==> config.mk <==
export PLATFORM = sky130hd
export DESIGN_NAME = hex8_queue
export DESIGN_NICKNAME = d
export VERILOG_FILES = /design/src/design/hex8_pkg.sv /design/src/design/hex8_queue.sv
export SDC_FILE = /design/constraint.sdc
export NUM_CORES = 1
export LEC_CHECK = 0
export BUFFER_PORTS_ARGS = -buffer_cell sky130_fd_sc_hd__buf_2
export CAP_MARGIN = 0
export CORE_ASPECT_RATIO = 1.5
export CORE_MARGIN = 4
export CORE_UTILIZATION = 42
export DETAILED_ROUTE_END_ITERATION = 8
export HOLD_SLACK_MARGIN = 0.15
export PLACE_DENSITY = 0.67
export SETUP_SLACK_MARGIN = 0.02
export SLEW_MARGIN = 15
export SYNTH_ARGS = -nofsm -noshare
export SYNTH_HDL_FRONTEND = slang
export SYNTH_SLANG_ARGS = --single-unit
==> constraint.sdc <==
create_clock -name clk -period 5.3 [get_ports clk]
set_clock_uncertainty 0.2 [all_clocks]
set_input_delay 1.325 -clock clk [delete_from_list [all_inputs] [get_ports clk]]
set_output_delay 1.325 -clock clk [all_outputs]
set_load 0.05 [all_outputs]
==> src/design/hex8_pkg.sv <==
`timescale 1ns / 1ps
// ----------------------------------------------------------------------------
// hex8_pkg: shared types and constants of the brick element stiffness block
// Field structs, config struct, queue entry, builder states and node signs.
// ----------------------------------------------------------------------------
package hex8_pkg;

    // fixed point scale of the result and internal arithmetic widths
    localparam int VALUE_FRAC_BITS = 16;
    localparam int LIMB_W          = 32;
    localparam int ACC_W           = 224;
    localparam int NUM_LIMBS       = ACC_W / LIMB_W;
    localparam int REM_W           = 142;
    localparam int NUM_FACTORS     = 4;

    // result table: address is {p, q, three sign bits}
    localparam int TBL_AW    = 7;
    localparam int TBL_DEPTH = 128;
    localparam int TBL_DW    = 65;

    // configuration port
    localparam int CFG_IDX_W  = 3;
    localparam int CFG_DATA_W = 32;
    localparam logic [CFG_IDX_W-1:0] REG_MODULUS  = 3'd0;
    localparam logic [CFG_IDX_W-1:0] REG_POISSON  = 3'd1;
    localparam logic [CFG_IDX_W-1:0] REG_EDGE_X   = 3'd2;
    localparam logic [CFG_IDX_W-1:0] REG_EDGE_Y   = 3'd3;
    localparam logic [CFG_IDX_W-1:0] REG_EDGE_Z   = 3'd4;
    localparam logic [CFG_IDX_W-1:0] REG_MIN_EDGE = 3'd5;

    // error codes
    localparam logic [1:0] ERR_OK      = 2'd0;
    localparam logic [1:0] ERR_POISSON = 2'd1;
    localparam logic [1:0] ERR_EDGE    = 2'd2;

    localparam logic [16:0] ONE_Q16  = 17'd65536;
    localparam logic [4:0]  DOF_LAST = 5'd23;

    typedef struct packed {
        logic [4:0] row_dof;
        logic [4:0] col_dof;
    } req_t;

    typedef struct packed {
        logic signed [63:0] stiffness;
        logic [1:0]         error_code;
        logic               saturated;
    } res_t;

    typedef struct packed {
        logic [31:0] modulus_mpa;
        logic [15:0] poisson_q16;
        logic [31:0] edge_x_mm;
        logic [31:0] edge_y_mm;
        logic [31:0] edge_z_mm;
        logic [31:0] min_edge_mm;
    } cfg_t;

    typedef enum logic {
        KIND_TABLE,
        KIND_ZERO
    } entry_kind_t;

    typedef struct packed {
        entry_kind_t        kind;
        logic [TBL_AW-1:0]  addr;
        logic [1:0]         err;
    } q_entry_t;

    typedef struct packed {
        logic              we;
        logic [TBL_AW-1:0] addr;
        logic [TBL_DW-1:0] data;
    } tbl_wr_t;

    typedef enum logic [2:0] {
        BLD_LOAD,
        BLD_MUL,
        BLD_POST,
        BLD_DIV,
        BLD_WRITE,
        BLD_DONE
    } build_state_t;

    typedef enum logic [1:0] {
        PH_DEN,
        PH_TERM,
        PH_SCALE
    } build_phase_t;

    // 1 when the node's local coordinate along the axis is -1
    function automatic logic node_neg(input logic [1:0] axis, input logic [2:0] node);
        logic r;
        r = 1'b0;
        unique case (axis)
            2'd0:    r = node[1];
            2'd1:    r = ~(node[0] ^ node[1]);
            2'd2:    r = ~node[2];
            default: r = 1'b0;
        endcase
        return r;
    endfunction

endpackage

==> src/design/hex8_queue.sv <==
`timescale 1ns / 1ps
// ----------------------------------------------------------------------------
// hex8_queue: two-entry queue between front and back
// Holds classified beats until the back end takes them.
// ----------------------------------------------------------------------------
module hex8_queue (
    input  logic               clk,
    input  logic               rst_n,
    input  logic               push,
    input  hex8_pkg::q_entry_t push_entry,
    input  logic               pop,
    output logic               valid,
    output logic               full,
    output hex8_pkg::q_entry_t head
);

    hex8_pkg::q_entry_t ent_reg [2];
    logic       wr_ptr_reg, rd_ptr_reg;
    logic [1:0] count_reg, count_next;
    logic       do_push, do_pop;

    assign valid   = (count_reg != 2'd0);
    assign full    = (count_reg == 2'd2);
    assign head    = ent_reg[rd_ptr_reg];
    assign do_push = push && !full;
    assign do_pop  = pop && valid;

    always_comb
    begin
        count_next = count_reg + 2'(do_push) - 2'(do_pop);
    end

    // storage
    always_ff @(posedge clk)
    begin
        if (do_push)
        begin
            ent_reg[wr_ptr_reg] <= push_entry;
        end
    end

    // pointers
    always_ff @(posedge clk or negedge rst_n)
    begin
        if (!rst_n)
        begin
            wr_ptr_reg <= 1'b0;
            rd_ptr_reg <= 1'b0;
            count_reg  <= 2'd0;
        end
        else
        begin
            if (do_push)
            begin
                wr_ptr_reg <= ~wr_ptr_reg;
            end
            if (do_pop)
            begin
                rd_ptr_reg <= ~rd_ptr_reg;
            end
            count_reg <= count_next;
        end
    end

endmodule

==> results of run 1 <==
-- power by group through the flow --
stage	registers [W]	clock network, W	logic (W)
after floorplan	0.000281	0	0.000279
after global placement	0.000298	0	0.000321
after detailed placement	0.000300	0	0.000324
after CTS	0.000296	0.0000818	0.000325
after global routing	0.000300	0.0000893	0.000340
final	0.000294	0.0000810	0.000319
-- critical path: stages (launching register included) --
cell and delay, ns:
dfrtp_1 0.63, mux2_2 0.39, buf_2 0.21
-- through the flow --
step | util | cell area (um^2) | total power [W]
detailed placement | 0.522 | 1070 | 0.000624
CTS | 0.535 | 1100 | 0.000702
finish | 0.535 | 1100 | 0.000694
floorplan | - | 923 | 0.000560
global placement | 0.522 | 1070 | 0.000619
global route | 0.535 | 1100 | 0.000729
-- cells in the mapped netlist --
master    count
and2_4        1
and3_1        1
buf_2         1
dfrtp_1       4
edfxtp_1     20
ha_1          2
inv_1         2
mux2_2       10
nand2_1       1
nand2b_1      1
nor2_1        1
or2_4         1
xnor2_1       3
xor2_1        1
-- metal layers --
metal  GRT usage  part of all wire
met1       0.118              0.42
met2       0.157              0.49
met3      0.0247             0.090
met4      0.0534            0.0060
met5           0                 0
-- worst paths after layout --
kind                                              from                      to  slack [ns]  cells past startpoint
worst max-delay path            rd_ptr_reg$_DFFE_PN0P_                 head[2]        2.25                      2
worst min-delay path            wr_ptr_reg$_DFFE_PN0N_  wr_ptr_reg$_DFFE_PN0N_        0.30                      1
worst max register to register  count_reg[1]$_DFF_PN0_  count_reg[1]$_DFF_PN0_        3.41                      7
worst min register to register  wr_ptr_reg$_DFFE_PN0N_  wr_ptr_reg$_DFFE_PN0N_        0.30                      1
max in group asynchronous                        rst_n  rd_ptr_reg$_DFFE_PN0P_        4.19                      1
min in group asynchronous                        rst_n  wr_ptr_reg$_DFFE_PN0N_        0.59                      1
-- layout make-up --
class / count / area [um^2] / share of cell area
Inverter: 2 / 7.51 / 0.00684
Sequential cell: 24 / 701 / 0.639
Tap cell: 22 / 27.5 / 0.0251
Clock buffer: 4 / 26.3 / 0.0239
Timing Repair Buffer: 25 / 125 / 0.114
Multi-Input combinational cell: 22 / 210 / 0.192
-- cells by family after synthesis --
group	Yosys count	synth area share
buffers and inverters	3	0.0135
multiplexers	10	0.122
adder cells (fa/ha/maj)	2	0.0271
flip-flops	24	0.759
AND/OR/NAND/NOR	6	0.0407
XOR/XNOR	4	0.0379
==> report_table.html, run 1 <==
<table>
<tr><th>Metric</th><th>Value</th></tr>
<tr><th colspan="2">Outcome</th></tr>
<tr><td>Run status</td><td>complete, no violations</td></tr>
<tr><th colspan="2">Timing</th></tr>
<tr><td>Number of max-slew violations in the final report</td><td>0</td></tr>
<tr><td>Worst slew pin tran</td><td>0.832 ns</td></tr>
<tr><td>Setup Total Neg Slack</td><td>0 ns</td></tr>
<tr><td>Achievable frequency</td><td>0.328 GHz</td></tr>
<tr><td>Tmin final</td><td>3.05 ns</td></tr>
<tr><td>Number of endpoints with negative hold slack in the final report</td><td>0</td></tr>
<tr><td>Portion of the clock cycle consumed by the worst path in the final layout</td><td>0.576</td></tr>
<tr><td>RSZ-0062 raised after global routing</td><td>no</td></tr>
<tr><td>Crit path setup slack, layout</td><td>2.25 ns</td></tr>
<tr><td>Relative slew margins</td><td>0.443</td></tr>
<tr><td>Number of failing setup endpoints in the final timing report</td><td>0</td></tr>
<tr><td>Final Hold Slack</td><td>approximately 0.30 ns</td></tr>
<tr><th colspan="2">Pwr</th></tr>
<tr><td>Leakage Power</td><td>0.445 nW</td></tr>
<tr><td>Pwr Density</td><td>between 600 and 700 nW/um^2</td></tr>
<tr><td>Combinational share of power</td><td>0.459</td></tr>
<tr><td>Clock network fraction of design power</td><td>0.117</td></tr>
<tr><td>Sequential share of power</td><td>0.424</td></tr>
<tr><td>Switching Power</td><td>0.000299 W</td></tr>
<tr><td>Internal Dissipation</td><td>0.000394 W</td></tr>
<tr><td>IR drop worst, VDD</td><td>between 0.0003 and 0.0004 V</td></tr>
<tr><td>Switching share of total power</td><td>0.432</td></tr>
<tr><th colspan="2">Logic synthesis</th></tr>
<tr><td>Most area-hungry cell type in the Yosys netlist</td><td>edfxtp_1</td></tr>
<tr><td>Register area share after synthesis</td><td>0.759</td></tr>
<tr><td>Netlist Area Pre-Place</td><td>just over 900 um^2</td></tr>
<tr><td>Count of warnings emitted by yosys</td><td>0</td></tr>
<tr><td>Area share of the largest cell type after synthesis</td><td>0.650</td></tr>
<tr><td>Count of distinct cell types in the synthesized netlist</td><td>14</td></tr>
<tr><td>Syn avg cell area</td><td>around 19 um^2</td></tr>
<tr><td>Number of synthesized register bits</td><td>24</td></tr>
<tr><td>Largest cells by area after synthesis</td><td>edfxtp_1 (65%), mux2_2 (12%), dfrtp_1 (11%), xnor2_1 (2.8%), ha_1 (2.7%)</td></tr>
<tr><td>Synth Net Count</td><td>65</td></tr>
<tr><td>Cell count after synthesis</td><td>49</td></tr>
<tr><th colspan="2">CTS</th></tr>
<tr><td>TritonCTS clock tree</td><td>yes</td></tr>
<tr><td>Hold buffers post-CTS</td><td>0</td></tr>
<tr><td>Clk sink count</td><td>24</td></tr>
<tr><td>Setup Buffers After CTS</td><td>0</td></tr>
<tr><td>Number of instances resized during post-cts repair</td><td>0</td></tr>
<tr><td>Clock network latency to the later pin of the worst-skew pair</td><td>0.30 ns</td></tr>
<tr><td>Post-CTS clock slew at the launch and capture registers of the worst setup and hold paths</td><td>~0.13 ns</td></tr>
<tr><td>Clock Tree Root</td><td>clkbuf_4</td></tr>
<tr><td>Total number of H-tree levels</td><td>1</td></tr>
<tr><td>Clock buffer count from CTS</td><td>3</td></tr>
<tr><td>Max Buffers Root-to-Sink</td><td>2</td></tr>
<tr><th colspan="2">Route</th></tr>
<tr><td>Residual DRC count</td><td>0</td></tr>
<tr><td>Post-Route WL</td><td>around 1.3 mm</td></tr>
<tr><td>Number of design-rule violations left by the first detailed-router iteration</td><td>16</td></tr>
<tr><td>First drt pass iteration count</td><td>4</td></tr>
<tr><td>Detail Route Antenna Nets</td><td>0</td></tr>
<tr><td>Total number of vias</td><td>476</td></tr>
<tr><td>DR vias/cell</td><td>4.81</td></tr>
<tr><td>Detailed-route wire length per cell</td><td>13.5 um</td></tr>
<tr><th colspan="2">Die</th></tr>
<tr><td>Placeable Area</td><td>2050 um^2</td></tr>
<tr><td>Number of cell rows</td><td>20</td></tr>
<tr><td>I/O Pins</td><td>26</td></tr>
<tr><td>Starting density of the core</td><td>0.450</td></tr>
<tr><td>Overall die area</td><td>approximately 3000 um^2</td></tr>
<tr><td>Die height</td><td>around 65 um</td></tr>
<tr><td>Die outline width</td><td>46.3 um</td></tr>
<tr><th colspan="2">Place</th></tr>
<tr><td>HPWL after DPL</td><td>1.02 mm</td></tr>
<tr><td>Post-place setup slack</td><td>2.49 ns</td></tr>
<tr><td>Buffers on Ports</td><td>25</td></tr>
<tr><td>Cell count after placement</td><td>95</td></tr>
<tr><td>RD Place Congestion</td><td>0.614</td></tr>
<tr><th colspan="2">Critical path</th></tr>
<tr><td>WS Path Type</td><td>reg -&gt; out</td></tr>
<tr><td>Element type at the critical path start</td><td>flip-flop</td></tr>
<tr><td>Worst setup EP type</td><td>output pin</td></tr>
<tr><td>Arrival @ worst endpoint</td><td>1.53 ns</td></tr>
<tr><td>Crit-path max FO</td><td>11</td></tr>
<tr><td>Worst Path Required</td><td>3.77 ns</td></tr>
<tr><th colspan="2">Global route</th></tr>
<tr><td>Vias in the first global route</td><td>505</td></tr>
<tr><td>GRT Resource Usage Total</td><td>0.0987</td></tr>
<tr><td>Largest net degree at the start of global routing</td><td>14</td></tr>
<tr><td>Number of antenna violations at the first check in global routing</td><td>0</td></tr>
<tr><td>First-pass GRT wire length</td><td>2.13 mm</td></tr>
<tr><td>Gr ovfl total</td><td>0</td></tr>
<tr><th colspan="2">Min path</th></tr>
<tr><td>Hold Path Class</td><td>reg -&gt; reg</td></tr>
<tr><th colspan="2">Finish</th></tr>
<tr><td>Total inserted antenna cells</td><td>0</td></tr>
<tr><td>Number of flip-flops in the largest register</td><td>20</td></tr>
<tr><td>Area growth from synthesis to layout</td><td>18.8%</td></tr>
<tr><td>Nets</td><td>94</td></tr>
<tr><td>Most common library cell in the layout ignoring fill and taps</td><td>buf_2</td></tr>
<tr><td>Fraction of final layout cells with drive strength greater than 1</td><td>0.519</td></tr>
<tr><td>Layout Cells excl Fill</td><td>99</td></tr>
<tr><td>Commonest cells after routing, fill and taps aside</td><td>buf_2 (25), edfxtp_1 (20), mux2_2 (10)</td></tr>
<tr><td>FILL cells</td><td>184</td></tr>
<tr><th colspan="2">Job</th></tr>
<tr><td>MaxCap Viol Count</td><td>0</td></tr>
</table>
Note: power is estimated with default switching activity, not from simulation.
==> run 2, diff against run 1 <==
==> constraint.sdc (replaced) <==
create_clock -name clk -period 3 [get_ports clk]
set_clock_uncertainty 0.2 [all_clocks]
set_input_delay 0.75 -clock clk [delete_from_list [all_inputs] [get_ports clk]]
set_output_delay 0.75 -clock clk [all_outputs]
set_load 0.05 [all_outputs]
==> report_table.html, run 2 (synthesis gave the netlist of run 1 again) <==
<table>
<tr><th>Metric</th><th>Value</th></tr>
<tr><th colspan="2">Pwr</th></tr>
<tr><td>Switching share of total power</td><td>0.426 (-0.00609)</td></tr>
<tr><td>Switching Power</td><td>0.000537 W (+79%)</td></tr>
<tr><td>Post-route total power</td><td>0.00126 W (+82%)</td></tr>
<tr><td>Pwr Density</td><td>1120 nW/um^2 (+78%)</td></tr>
<tr><td>Combinational share of power</td><td>0.456 (-0.003)</td></tr>
<tr><td>IR drop worst, VDD</td><td>0.000512 V (+59%)</td></tr>
<tr><td>Leakage Power</td><td>0.461 nW (+3.5%)</td></tr>
<tr><td>Clock network fraction of design power</td><td>0.131 (+0.014)</td></tr>
<tr><td>Internal Dissipation</td><td>0.000725 W (+84%)</td></tr>
<tr><td>Sequential share of power</td><td>0.413 (-0.011)</td></tr>
<tr><th colspan="2">Finish</th></tr>
<tr><td>Nets</td><td>96 (+2.1%)</td></tr>
<tr><td>Most common library cell in the layout ignoring fill and taps</td><td>buf_2</td></tr>
<tr><td>Total inserted antenna cells</td><td>0 (unchanged)</td></tr>
<tr><td>Number of flip-flops in the largest register</td><td>20 (unchanged)</td></tr>
<tr><td>Fraction of final layout cells with drive strength greater than 1</td><td>0.532 (+0.0122)</td></tr>
<tr><td>Share of the core filled with cells</td><td>0.548 (+0.0134)</td></tr>
<tr><td>Area growth from synthesis to layout</td><td>21.8%</td></tr>
<tr><td>Commonest cells after routing, fill and taps aside</td><td>buf_2 (25), edfxtp_1 (20), mux2_2 (10)</td></tr>
<tr><th colspan="2">CTS</th></tr>
<tr><td>Max Buffers Root-to-Sink</td><td>2 (unchanged)</td></tr>
<tr><td>Setup Buffers After CTS</td><td>0 (unchanged)</td></tr>
<tr><td>Clock network latency to the later pin of the worst-skew pair</td><td>0.31 ns (about the same)</td></tr>
<tr><td>Clock buffer count from CTS</td><td>3 (unchanged)</td></tr>
<tr><td>Total number of H-tree levels</td><td>1 (unchanged)</td></tr>
<tr><td>Clock Tree Root</td><td>clkbuf_4</td></tr>
<tr><td>Post-CTS clock slew at the launch and capture registers of the worst setup and hold paths</td><td>0.13 ns (about the same)</td></tr>
<tr><td>TritonCTS clock tree</td><td>yes</td></tr>
<tr><td>Number of instances resized during post-cts repair</td><td>0 (unchanged)</td></tr>
<tr><td>Clk sink count</td><td>24 (unchanged)</td></tr>
<tr><th colspan="2">Critical path</th></tr>
<tr><td>Worst Path Required</td><td>2.05 ns (-1.72 ns)</td></tr>
<tr><td>Arrival @ worst endpoint</td><td>1.56 ns (+0.03 ns)</td></tr>
<tr><td>Crit-path max FO</td><td>11 (unchanged)</td></tr>
<tr><td>WS Path Type</td><td>reg -&gt; out</td></tr>
<tr><td>Element type at the critical path start</td><td>flip-flop</td></tr>
<tr><td>Worst setup EP type</td><td>output pin</td></tr>
<tr><th colspan="2">Timing</th></tr>
<tr><td>RSZ-0062 raised after global routing</td><td>no</td></tr>
<tr><td>Setup Total Neg Slack</td><td>0 ns (unchanged)</td></tr>
<tr><td>Tmin final</td><td>2.51 ns</td></tr>
<tr><td>Worst slew pin tran</td><td>0.485 ns (-0.347 ns)</td></tr>
<tr><td>Portion of the clock cycle consumed by the worst path in the final layout</td><td>0.836</td></tr>
<tr><td>Number of max-slew violations in the final report</td><td>0 (unchanged)</td></tr>
<tr><td>Relative slew margins</td><td>0.676 (+0.233)</td></tr>
<tr><td>Achievable frequency</td><td>0.399 GHz</td></tr>
<tr><td>Number of failing setup endpoints in the final timing report</td><td>0 (unchanged)</td></tr>
<tr><td>Crit path setup slack, layout</td><td>0.492 ns (-1.76 ns)</td></tr>
<tr><td>Number of endpoints with negative hold slack in the final report</td><td>0 (unchanged)</td></tr>
<tr><th colspan="2">Place</th></tr>
<tr><td>HPWL after DPL</td><td>998 um (-2.6%)</td></tr>
<tr><td>Post-place setup slack</td><td>0.821 ns (-1.67 ns)</td></tr>
<tr><td>RD Place Congestion</td><td>0.607 (-1.2%)</td></tr>
<tr><td>Buffers on Ports</td><td>25 (unchanged)</td></tr>
<tr><th colspan="2">Route</th></tr>
<tr><td>Residual DRC count</td><td>0 (unchanged)</td></tr>
<tr><td>DR vias/cell</td><td>4.96 (+3.2%)</td></tr>
<tr><td>Post-Route WL</td><td>1.38 mm (+3.1%)</td></tr>
<tr><td>First drt pass iteration count</td><td>2 (-2)</td></tr>
<tr><td>Total number of vias</td><td>501 (+5.3%)</td></tr>
<tr><td>Number of design-rule violations left by the first detailed-router iteration</td><td>18 (+2)</td></tr>
<tr><td>Detail Route Antenna Nets</td><td>0 (unchanged)</td></tr>
<tr><td>Detailed-route wire length per cell</td><td>13.7 um (+1.1%)</td></tr>
<tr><th colspan="2">Min path</th></tr>
<tr><td>Hold Path Class</td><td>reg -&gt; reg</td></tr>
<tr><th colspan="2">Global route</th></tr>
<tr><td>Number of antenna violations at the first check in global routing</td><td>0 (unchanged)</td></tr>
<tr><td>Vias in the first global route</td><td>487 (-3.6%)</td></tr>
<tr><td>GRT Resource Usage Total</td><td>0.109 (+0.00993)</td></tr>
<tr><td>First-pass GRT wire length</td><td>2.25 mm (+5.8%)</td></tr>
<tr><td>Gr ovfl total</td><td>0 (unchanged)</td></tr>
<tr><td>Largest net degree at the start of global routing</td><td>14 (unchanged)</td></tr>
<tr><th colspan="2">Die</th></tr>
<tr><td>Die outline width</td><td>46.3 um (unchanged)</td></tr>
<tr><td>Placeable Area</td><td>2050 um^2 (unchanged)</td></tr>
<tr><td>Number of cell rows</td><td>20 (unchanged)</td></tr>
<tr><td>Starting density of the core</td><td>0.450 (unchanged)</td></tr>
<tr><td>Die height</td><td>65.4 um (unchanged)</td></tr>
<tr><td>I/O Pins</td><td>26 (unchanged)</td></tr>
<tr><td>Overall die area</td><td>3030 um^2 (unchanged)</td></tr>
<tr><th colspan="2">Job</th></tr>
<tr><td>MaxCap Viol Count</td><td>0 (unchanged)</td></tr>
<tr><th colspan="2">Outcome</th></tr>
<tr><td>Run status</td><td>complete, no violations</td></tr>
</table>
==> run 2: routing by layer <==
metal | up-vias | routed length, um | global-route usage
met4 | 0 | 18 | 0.0747
met2 | 16 | 712 | 0.171
li1 | 240 | - | -
met3 | 2 | 106 | 0.0247
met5 | - | 0 | 0
met1 | 243 | 546 | 0.125
==> run 2: through the flow <==
stage                     cells  instance area (um^2)  hold slack, ns
final                       101                  1120           0.312
after global routing        101                  1120           0.338
after floorplan              49                   923           0.254
after global placement       96                  1080           0.274
after detailed placement     96                  1080           0.288
after CTS                   101                  1120           0.311
==> run 2: path summary, 6_finish.rpt <==
kind / from / end / slack [ns] / cells after the start
max: rd_ptr_reg$_DFFE_PN0P_ / head[9] / 0.49 / 2
min: wr_ptr_reg$_DFFE_PN0N_ / wr_ptr_reg$_DFFE_PN0N_ / 0.31 / 1
max reg2reg: count_reg[1]$_DFF_PN0_ / count_reg[1]$_DFF_PN0_ / 1.09 / 7
min reg2reg: wr_ptr_reg$_DFFE_PN0N_ / wr_ptr_reg$_DFFE_PN0N_ / 0.31 / 1
max in group asynchronous: rst_n / rd_ptr_reg$_DFFE_PN0P_ / 1.95 / 2
min in group asynchronous: rst_n / count_reg[0]$_DFF_PN0_ / 0.54 / 2
==> run 2: area by class of cell <==
cell class              count  area, um^2
fillers                   195         927
repair buffers             27         143
well taps                  22        27.5
clock buffers               4        36.3
multi-input cells          22         210
inverters                   2        7.51
flip-flops and latches     24         701
==> run 2: power groups by stage <==
stage	clock [W]	combinational (W)	sequential, W
global placement	0	0.000572	0.000527
finish	0.000166	0.000575	0.000521
detailed placement	0	0.000584	0.000531
floorplan	0	0.000494	0.000496
CTS	0.000172	0.000586	0.000524
global route	0.000189	0.000616	0.000534
==> run 2: critical path: stages, from the launching register on <==
cell,delay (ns)
dfrtp_1,0.64
mux2_2,0.39
buf_2,0.21
==> run 2: what timing repair did <==
item                       CTS  global route
hold endpoints to repair     4             0
hold buffers                 1             0
setup endpoints to repair    0             0
==> run 3, diff against run 2 <==
==> constraint.sdc (replaced) <==
create_clock -name clk -period 2.5 [get_ports clk]
set_clock_uncertainty 0.2 [all_clocks]
set_input_delay 0.625 -clock clk [delete_from_list [all_inputs] [get_ports clk]]
set_output_delay 0.625 -clock clk [all_outputs]
set_load 0.05 [all_outputs]
==> report_table.html, run 3 (synthesis gave the netlist of run 1 again) <==
<table>
<tr><th>Metric</th><th>Value</th></tr>
<tr><th colspan="2">Die</th></tr>
<tr><td>Number of cell rows</td><td>20 (unchanged)</td></tr>
<tr><td>Die height</td><td>65.4 um (unchanged)</td></tr>
<tr><td>Die outline width</td><td>46.3 um (unchanged)</td></tr>
<tr><td>Placeable Area</td><td>2050 um^2 (unchanged)</td></tr>
<tr><td>Overall die area</td><td>3030 um^2 (unchanged)</td></tr>
<tr><td>I/O Pins</td><td>26 (unchanged)</td></tr>
<tr><td>Starting density of the core</td><td>0.450 (unchanged)</td></tr>
<tr><th colspan="2">CTS</th></tr>
<tr><td>Clock buffer count from CTS</td><td>3 (unchanged)</td></tr>
<tr><td>Setup Buffers After CTS</td><td>0 (unchanged)</td></tr>
<tr><td>Max Buffers Root-to-Sink</td><td>2 (unchanged)</td></tr>
<tr><td>Post-CTS clock slew at the launch and capture registers of the worst setup and hold paths</td><td>0.13 ns (about the same)</td></tr>
<tr><td>Total number of H-tree levels</td><td>1 (unchanged)</td></tr>
<tr><td>Clk sink count</td><td>24 (unchanged)</td></tr>
<tr><td>TritonCTS clock tree</td><td>yes</td></tr>
<tr><td>Clock Tree Root</td><td>clkbuf_4</td></tr>
<tr><td>Clock network latency to the later pin of the worst-skew pair</td><td>0.31 ns (about the same)</td></tr>
<tr><th colspan="2">Job</th></tr>
<tr><td>MaxCap Viol Count</td><td>0 (unchanged)</td></tr>
<tr><th colspan="2">Timing</th></tr>
<tr><td>Setup Total Neg Slack</td><td>0 ns (unchanged)</td></tr>
<tr><td>Achievable frequency</td><td>0.443 GHz</td></tr>
<tr><td>Number of failing setup endpoints in the final timing report</td><td>0 (unchanged)</td></tr>
<tr><td>Tmin final</td><td>between 2 and 2.5 ns</td></tr>
<tr><td>Worst slew pin tran</td><td>0.485 ns (unchanged)</td></tr>
<tr><td>Portion of the clock cycle consumed by the worst path in the final layout</td><td>0.902</td></tr>
<tr><td>Number of endpoints with negative hold slack in the final report</td><td>0 (unchanged)</td></tr>
<tr><td>Relative slew margins</td><td>0.676 (unchanged)</td></tr>
<tr><td>RSZ-0062 raised after global routing</td><td>no</td></tr>
<tr><td>Number of max-slew violations in the final report</td><td>0 (unchanged)</td></tr>
<tr><th colspan="2">Pwr</th></tr>
<tr><td>IR drop worst, VDD</td><td>0.000614 V (+20%)</td></tr>
<tr><td>Pwr Density</td><td>1350 nW/um^2 (+20%)</td></tr>
<tr><td>Leakage Power</td><td>0.460 nW (-0.22%)</td></tr>
<tr><th colspan="2">Global route</th></tr>
<tr><td>First-pass GRT wire length</td><td>2.25 mm (unchanged)</td></tr>
<tr><td>Vias in the first global route</td><td>487 (unchanged)</td></tr>
<tr><td>Largest net degree at the start of global routing</td><td>14 (unchanged)</td></tr>
<tr><td>GRT Resource Usage Total</td><td>0.109 (unchanged)</td></tr>
<tr><td>Gr ovfl total</td><td>0 (unchanged)</td></tr>
<tr><td>Number of antenna violations at the first check in global routing</td><td>0 (unchanged)</td></tr>
<tr><th colspan="2">Critical path</th></tr>
<tr><td>Element type at the critical path start</td><td>flip-flop</td></tr>
<tr><td>Worst setup EP type</td><td>output pin</td></tr>
<tr><td>WS Path Type</td><td>reg -&gt; out</td></tr>
<tr><td>Worst Path Required</td><td>1.67 ns (-0.38 ns)</td></tr>
<tr><td>Crit-path max FO</td><td>11 (unchanged)</td></tr>
<tr><td>Worst reg2reg startpoint</td><td>count_reg[1]$_DFF_PN0_</td></tr>
<tr><td>Cells on worst reg2reg path</td><td>7 (unchanged)</td></tr>
<tr><td>Arrival @ worst endpoint</td><td>1.43 ns (-0.13 ns)</td></tr>
<tr><td>CP startpoint</td><td>rd_ptr_reg$_DFFE_PN0P_</td></tr>
<tr><th colspan="2">Min path</th></tr>
<tr><td>Hold Path Cell Cnt</td><td>1 (unchanged)</td></tr>
<tr><td>Worst hold path startpoint</td><td>push_entry[8]</td></tr>
<tr><td>Hold Path Class</td><td>in -&gt; reg</td></tr>
<tr><th colspan="2">Finish</th></tr>
<tr><td>Area growth from synthesis to layout</td><td>22.0%</td></tr>
<tr><td>Number of flip-flops in the largest register</td><td>20 (unchanged)</td></tr>
<tr><td>Total inserted antenna cells</td><td>0 (unchanged)</td></tr>
<tr><td>Fraction of final layout cells with drive strength greater than 1</td><td>0.544 (+0.0127)</td></tr>
<tr><td>Share of the core filled with cells</td><td>0.549 (+0.000609)</td></tr>
<tr><td>Commonest cells after routing, fill and taps aside</td><td>buf_2 (25), edfxtp_1 (20), mux2_2 (10)</td></tr>
<tr><td>Nets</td><td>96 (unchanged)</td></tr>
<tr><td>Most common library cell in the layout ignoring fill and taps</td><td>buf_2</td></tr>
<tr><th colspan="2">Route</th></tr>
<tr><td>Post-Route WL</td><td>1.38 mm (unchanged)</td></tr>
<tr><td>Detail Route Antenna Nets</td><td>0 (unchanged)</td></tr>
<tr><td>First drt pass iteration count</td><td>2 (unchanged)</td></tr>
<tr><td>DR vias/cell</td><td>4.96 (unchanged)</td></tr>
<tr><td>Total number of vias</td><td>501 (unchanged)</td></tr>
<tr><td>Residual DRC count</td><td>0 (unchanged)</td></tr>
<tr><td>Detailed-route wire length per cell</td><td>13.7 um (unchanged)</td></tr>
<tr><td>Number of design-rule violations left by the first detailed-router iteration</td><td>18 (unchanged)</td></tr>
<tr><th colspan="2">Place</th></tr>
<tr><td>RD Place Congestion</td><td>0.607 (unchanged)</td></tr>
<tr><td>HPWL after DPL</td><td>998 um (unchanged)</td></tr>
<tr><td>Buffers on Ports</td><td>25 (unchanged)</td></tr>
<tr><th colspan="2">Outcome</th></tr>
<tr><td>Run status</td><td>complete, no violations</td></tr>
</table>
-- run 3: cell types whose count changed in the layout (fill, tap and decap cells not counted) --
| cell | delta |
|---|---|
| dfrtp_1 | -1 |
| dfrtp_2 | +1 |
-- run 3: what timing repair did --
action                                 4_1_cts  5_1_grt
hold buffers                                 1        0
endpoints found under the hold margin        4        0
setup endpoints to repair                    0        4
resized for setup                            0        1
-- run 3: per-stage QoR --
stage	total power [W]	area (um^2)	setup WS, ns	hold WS (ns)	cells
after detailed placement	0.00134	1080	0.446	0.233	96
after CTS	0.00154	1120	0.0799	0.283	101
final	0.00152	1130	0.245	0.298	101
after floorplan	0.00119	923	0.573	0.129	49
after global routing	0.00161	1130	0.161	0.271	101
after global placement	0.00132	1080	0.451	0.239	96
-- run 3: where the power goes --
group          leakage [nW]  total, W  switching, W  internal, W
registers             0.231  0.000628     0.0000694     0.000558
logic                 0.207  0.000690      0.000465     0.000225
clock network        0.0210  0.000199      0.000110    0.0000889
total                 0.460   0.00152      0.000645     0.000872
-- run 3: cell type report --
| type | instances | area [um^2] |
|---|---|---|
| clock buffers | 4 | 36.3 |
| inverters | 2 | 7.51 |
| well taps | 22 | 27.5 |
| flip-flops and latches | 24 | 702 |
| repair buffers | 27 | 143 |
| multi-input cells | 22 | 210 |
| fillers | 197 | 926 |
-- run 3: final timing paths --
kind / slack (ns) / end
worst max-delay path: 0.24 / head[9]
worst min-delay path: 0.30 / ent_reg[0][8]$_DFFE_PP_
worst max register to register: 0.59 / count_reg[1]$_DFF_PN0_
worst min register to register: 0.31 / wr_ptr_reg$_DFFE_PN0N_
max in group asynchronous: 1.56 / rd_ptr_reg$_DFFE_PN0P_
min in group asynchronous: 0.42 / count_reg[0]$_DFF_PN0_
-- run 3: worst max-delay path: stages, from the launching register on --
cell	delay (ns)
dfrtp_2	0.54
mux2_2	0.37
buf_2	0.21
-- run 3: metal layers --
layer,vias up,global-route usage,share of wire
met2,16,0.171,0.51
met1,243,0.125,0.39
met3,2,0.0247,0.077
met5,-,0,0
li1,240,-,-
met4,0,0.0747,0.013
